## config.mk

```make
export PLATFORM = sky130hd
export DESIGN_NAME = ifm_queue
export DESIGN_NICKNAME = d
export VERILOG_FILES = /design/src/ifm_pkg.sv /design/src/ifm_queue.sv
export VERILOG_INCLUDE_DIRS = /design/src /design/src/src
export SDC_FILE = /design/constraint.sdc
export NUM_CORES = 1
export LEC_CHECK = 0
export ABC_AREA = 1
export ABC_CLOCK_PERIOD_IN_PS = 15400
export BUFFER_PORTS_ARGS = -buffer_cell sky130_fd_sc_hd__buf_2
export CAP_MARGIN = 20
export CORE_UTILIZATION = 40
export DETAILED_ROUTE_END_ITERATION = 7
export GPL_TIMING_DRIVEN = 0
export SLEW_MARGIN = 30
export SYNTH_ARGS = -nofsm -noshare
export SYNTH_HDL_FRONTEND = slang
export SYNTH_SLANG_ARGS = --single-unit
```

## constraint.sdc

```tcl
create_clock -name clk -period 15.4 [get_ports clk]
set_clock_uncertainty 0.2 [all_clocks]
set_input_delay 1.54 -clock clk [delete_from_list [all_inputs] [get_ports clk]]
set_output_delay 1.54 -clock clk [all_outputs]
set_load 0.01 [all_outputs]
```

## src/interface_face_marker_macros.svh

```systemverilog
// Assertion macros shared by the interface face marker RTL.
// Each macro expects signals named clk and rst_n in the enclosing module.
`ifndef INTERFACE_FACE_MARKER_MACROS_SVH
`define INTERFACE_FACE_MARKER_MACROS_SVH

// Consequent must hold in the same cycle as the antecedent.
`define IFM_ASSERT_NOW(label, ante, cons) \
  label: assert property (@(posedge clk) disable iff (!rst_n) (ante) |-> (cons)) \
    else $error("interface_face_marker: same-cycle check failed");

// Consequent must hold in the cycle after the antecedent.
`define IFM_ASSERT_NEXT(label, ante, cons) \
  label: assert property (@(posedge clk) disable iff (!rst_n) (ante) |=> (cons)) \
    else $error("interface_face_marker: next-cycle check failed");

`endif

```

## src/ifm_pkg.sv

```systemverilog
// Package for the interface face marker: widths, codes and record types.
// Used by every RTL file of the block; depends on nothing.
package ifm_pkg;

  localparam int MAX_CELLS = 4096;
  localparam int CELL_W    = 12;
  localparam int ADDR_W    = $clog2(MAX_CELLS);
  localparam int FRAC_W    = 16;
  localparam int FACE_W    = 16;
  localparam int POS_W     = 32;
  localparam int NRM_W     = 16;
  localparam int MODE_W    = 2;
  localparam int CFG_W     = 16;

  localparam logic [FRAC_W-1:0] LEVEL_RST = 16'd16384;

  // Restoring divider: one quotient bit per stage, 17 bits for 0..65536.
  localparam int DIV_N   = 17;
  localparam int ANUM_W  = 16;
  localparam int ADIFF_W = 17;
  localparam int REM_W   = ADIFF_W + 1;
  localparam int PROD_W  = POS_W + 1 + DIV_N + 1;
  localparam int ERR_W   = POS_W + 4;
  localparam int MUL2_W  = ERR_W + NRM_W;
  localparam int SIDE_W  = MUL2_W + 2;
  localparam int NSTG    = DIV_N + 3;

  localparam int Q_DEPTH = 4;
  localparam int Q_PTR_W = $clog2(Q_DEPTH);

  typedef enum logic [0:0] {
    CFG_MARK_MODE = 1'b0,
    CFG_LEVEL     = 1'b1
  } cfg_idx_t;

  typedef enum logic [MODE_W-1:0] {
    MODE_SIDE   = 2'd0,
    MODE_DOUBLE = 2'd1,
    MODE_PAIR   = 2'd2
  } mark_mode_t;

  typedef enum logic [0:0] {
    OP_LOAD = 1'b0,
    OP_FACE = 1'b1
  } op_t;

  typedef struct packed {
    logic [FRAC_W-1:0]           frac;
    logic [2:0][POS_W-1:0]       pos;
  } cell_rec_t;

  // One accepted face on its way from the front to the back.
  typedef struct packed {
    logic [CELL_W-1:0]           own;
    logic [CELL_W-1:0]           nei;
    logic [FACE_W-1:0]           face;
    logic [FRAC_W-1:0]           ov;
    logic [FRAC_W-1:0]           nv;
    logic [MODE_W-1:0]           mode;
    logic [ANUM_W-1:0]           anum;
    logic [ADIFF_W-1:0]          adiff;
    logic [2:0][POS_W-1:0]       oc;
    logic [2:0][POS_W-1:0]       fc;
    logic [2:0][POS_W:0]         d;
    logic [2:0][NRM_W-1:0]       nrm;
  } job_t;

  typedef struct packed {
    logic [CELL_W-1:0]           marked_cell;
    logic [CELL_W-1:0]           paired_cell;
    logic [FACE_W-1:0]           pair_face;
    logic [FRAC_W-1:0]           high_fraction;
    logic [FRAC_W-1:0]           low_fraction;
    logic                        last;
  } res_t;

endpackage

```

## src/ifm_queue.sv

```systemverilog
// Short job queue between the front and back of the interface face marker.
// Depends on ifm_pkg and the assertion macros header.
`include "interface_face_marker_macros.svh"

module ifm_queue import ifm_pkg::*; (
  input  logic clk,
  input  logic rst_n,
  input  logic push,
  input  job_t push_job,
  output logic push_ready,
  input  logic pop,
  output logic pop_valid,
  output job_t pop_job
);

  job_t                 slot_r [Q_DEPTH];
  logic [Q_PTR_W-1:0]   wr_ptr_r, rd_ptr_r;
  logic [Q_PTR_W:0]     cnt_r, cnt_nxt;
  logic                 full, empty;

  assign full       = (cnt_r == (Q_PTR_W+1)'(Q_DEPTH));
  assign empty      = (cnt_r == '0);
  assign push_ready = !full;
  assign pop_valid  = !empty;
  assign pop_job    = slot_r[rd_ptr_r];

  always_comb begin
    cnt_nxt = cnt_r;
    if (push && !pop) begin
      cnt_nxt = cnt_r + 1'b1;
    end else if (pop && !push) begin
      cnt_nxt = cnt_r - 1'b1;
    end
  end

  always_ff @(posedge clk) begin
    if (!rst_n) begin
      wr_ptr_r <= '0;
      rd_ptr_r <= '0;
      cnt_r    <= '0;
    end else begin
      if (push) begin
        wr_ptr_r <= wr_ptr_r + 1'b1;
      end
      if (pop) begin
        rd_ptr_r <= rd_ptr_r + 1'b1;
      end
      cnt_r <= cnt_nxt;
    end
  end

  always_ff @(posedge clk) begin
    if (push) begin
      slot_r[wr_ptr_r] <= push_job;
    end
  end

  `IFM_ASSERT_NOW(a_q_no_overflow, push, !full)
  `IFM_ASSERT_NOW(a_q_no_underflow, pop, !empty)
  `IFM_ASSERT_NEXT(a_q_push_counts, push && !pop, cnt_r != '0)

endmodule

```

# Word level (Yosys, flattened, before mapping)
# Memories as Yosys holds them, arrays and structs flattened. A register that Yosys moved wholly into a read port is not among the register bits.
# Cells that the tools add are included.
totals:
  regBits: 7
  mem_bits_rw: 1784
  out_inout_bits: 448
  word_cells: 23
  memories: 1
classes:
  addsub: 4
  eq_ne: 1
  mux: 6
  n_reduce_logical: 8
mem_list:
  columns: ["memory", "words", "width", "read_ports", "rd_ports_with_merged_regs", "wr", "line_no", "source"]
  rows:
  - ["slot_r", 4, 446, 1, 1, 1, "ifm_queue.sv:16", "job_t slot_r [Q_DEPTH];"]
op_table:
  columns: ["op", "count"]
  rows:
  - ["$mux W3", 2]
  - ["$add A2 B1 Y2 const B", 2]
  - ["$logic_not A1 Y1", 4]
  - ["$mux W2", 2]
  - ["$add A3 B1 Y3 const B", 1]
  - ["$eq A3 B3 Y1 const B", 1]
  - ["$logic_not A3 Y1", 1]
  - ["$sub A3 B1 Y3 const B", 1]
  - ["$logic_and A1 B1 Y1", 2]
  - ["$mux W1", 2]
  - ["$reduce_bool A2 Y1", 1]

# Logic depth before layout (Yosys ltp)
depth:
  depth_word: 4
  mapped_depth: 10
  depth_no_buf: 10

# Least setup slack after synthesis
# Ideal clock, no wire load.
synth_path:
  path_kind: "input to register"
  from: "input push"
  to: "memory slot_r[2][0] (netlist name) (enable)"
  t_arrival_ns: 10.107
  required_ns: 14.407
  slack_ns: 4.300
  path_stages: 2
  path_cell_list: "nand2_1 > inv_1"
synth_via:
  elab_chain_len: 2
synth_lines:
  columns: ["element", "line_no", "source"]
  rows:
  - ["start, declared", "ifm_queue.sv:8", "input logic push,"]
  - ["$mux W1", "ifm_queue.sv:53", "if (push) begin"]
  - ["$mux W1 (implied by the code)", "ifm_queue.sv:54", "slot_r[wr_ptr_r] <= push_job;"]
  - ["end, declared", "ifm_queue.sv:16", null]
# Every way passes these cells.

==> impl_metrics.json <==
{
  "cts_tree": "built",
  "detail-route-antenna-nets": 0,
  "ys_seq_elements": 1793,
  "io_buffer_count": 897,
  "yosysMostFrequentCell": "edfxtp_1",
  "h-tree-depth": 4,
  "slew_violations": 0,
  "vias_per_cell": 5.31,
  "yosys.area.top_type": "edfxtp_1",
  "cts-resized-gates": 0,
  "synth_fp_nets": 4826,
  "syn_area_per_cell_sq_um": 15.1,
  "crit_required_ns": 13.66,
  "multiInputGateArea_sq_um": 10800,
  "max_slew_margin_pct": 49.7,
  "routedWlPerCell_microns": 24.7,
  "fp.dieH_microns": 408,
  "ys_types": 17,
  "grt_max_degree": 79,
  "utilization_pct": 48.8,
  "min_period_ns": 5.28,
  "first_pass_iters": 6,
  "worst_hold_path_type": "flip-flop to flip-flop",
  "path_clk_slew_ns": 0.05,
  "ir_drop_uv": 110,
  "drt_iter0_markers": 3616,
  "synth_top_cell_area_share_pct": 81.2,
  "fp.dieW_microns": 408,
  "cts.root.buffer_cell": "clkbuf_16",
  "fin_crit_sh_pct": 34.3,
  "register_area_sq_um": 53800,
  "yosysWarnings": 0,
  "gr-total-overflow": 0,
  "layout.nets": 5935,
  "place_hpwl_microns": 128000,
  "io_pins": 898,
  "synth_ff_type": "edfxtp_1",
  "synth_edf_count": 1784,
  "max_cap_viol_count": 0,
  "totalWireLength_microns": 194000,
  "clock_latency_ns": 0.83,
  "setup_viol": 0,
  "synthTopCellsByCount": "1784 x edfxtp_1, 895 x nor2_1, 454 x o21ai_0",
  "n_fill_cell": 14125,
  "post_cts_buffers": 0,
  "tightest_slew_ns": 0.754,
  "fin_hold_ws_ns": 0.251,
  "finalHoldViolations": 0,
  "area_growth_pct": 20.8,
  "cts_max_path_buffers": 3,
  "startpoint_type": "flip-flop",
  "rows": 148,
  "netlist_area_sq_um": 66000,
  "core_sq_um": 163000,
  "power_uw": 10900,
  "initial_core_util_pct": 40.4,
  "dieArea_sq_um": 167000,
  "yosys-top-cells-area": "edfxtp_1 81%, nor2_1 5.1%, o22ai_1 4.2%, o21ai_0 3.4%, o21ai_1 3.4%",
  "vias": 41669,
  "drc": 0,
  "worst_setup_path_end_kind": "primary output",
  "grt_pass1_vias": 40381,
  "status": "complete, no violations",
  "rsz0062_at_grt": "no",
  "critPathArrivalTime_ns": 3.54,
  "grt_pass1_wl_microns": 277000,
  "antenna_found_initial": 81,
  "grt.total_usage_pct": 22.7,
  "async_reset_ff_share_pct": 0,
  "path_class": "flip-flop to primary output",
  "finalWeightedCongestion": 0.830,
  "postSynthCellCount": 4370,
  "drive_above_1_share_pct": 23.5,
  "clock_sinks": 1793,
  "seq_area_frac_synth_pct": 81.4,
  "fmax_mhz": 189,
  "cts_buffers": 184,
  "critical_path_peak_fanout": 10,
  "power_density_nw_per_um2": 137,
  "cts-hold-fix-buffers": 0,
  "leakagePower_uw": 0.0274
}
-- final timing paths --
check        slack (ns)  depth (start not counted)              to         from
min reg2reg        0.25                          1       flip-flop  rd_ptr_r[1]
min                0.25                          1       flip-flop  rd_ptr_r[1]
max               10.12                          7     pop_job[47]    flip-flop
max reg2reg       12.10                          8  slot_r[2][200]  wr_ptr_r[0]
-- layer usage --
layer  global-route usage, %  up-vias  wire, microns  part of all wire [%]
li1                        -    18990              -                     -
met1                    28.3    20657          75800                    39
met2                    37.2     1573          95100                    49
met3                    6.27      399          15700                   8.1
met4                    9.53       50           7320                   3.8
met5                       0        -            332                  0.17
-- worst max-delay path, stage by stage, from the launching register on --
cell,delay [ns]
dfxtp_1,0.30
buf_2,0.30
inv_2,0.36
buf_2,0.51
clkbuf_1,0.45
o21ai_1,0.15
o22ai_1,0.41
buf_2,0.23
-- metrics by stage --
step                       TNS, ns  cells  worst slack, ns  cell area, sq um
after detailed placement         0   7468            10.78             74000
after floorplan                  0   4370             4.30             66000
after global routing             0   7832             9.86             79700
after global placement    -5563.82   7442            -3.38             73200
after CTS                        0   7807             9.88             79600
final                            0   7852            10.12             79700
-- cell type report --
class	instances	share of cell area (%)
Inverter	18	0.122
Timing Repair Buffer	923	6.53
Sequential cell	1793	67.4
Clock buffer	242	6.18
Clock inverter	97	0.895
Tap cell	2175	3.41
Buffer	296	1.72
Antenna cell	45	0.141
Multi-Input combinational cell	2263	13.6
-- report_power, final --
part | total [uW] | internal, uW | leakage (uW) | switching (uW)
Sequential | 5630 | 5590 | 0.0165 | 39.7
Clock | 4180 | 2340 | 0.00274 | 1840
Combinational | 1110 | 332 | 0.00822 | 782
-- registers in the layout, summed over array words and instances (netlist names), named ones only --
name / flops
cnt_r: 3
slot_r: 1784
wr_ptr_r: 2
rd_ptr_r: 2
-- cells in the final DEF, fill, tap and decap left out, drive strengths merged, types with 5 or more instances in the layout --
cell type     n
bufinv        5
a21oi         5
o22ai       446
clkinv       83
ha            5
edfxtp     1784
dfxtp         9
inv          25
diode        45
clkbuf      382
nor2        895
nand2         9
buf        1079
o21ai       898
-- kinds of logic after synthesis --
kind of cell / Yosys count / share of synthesized area [%]
AOI/OAI and AO/OA: 1349 / 11.1
adders and majority gates: 6 / 0.125
buffers and inverters: 314 / 2.18
DFF: 1793 / 81.4
and+or+nand+nor: 908 / 5.17
No activity file was read; power rests on OpenSTA's default activity.
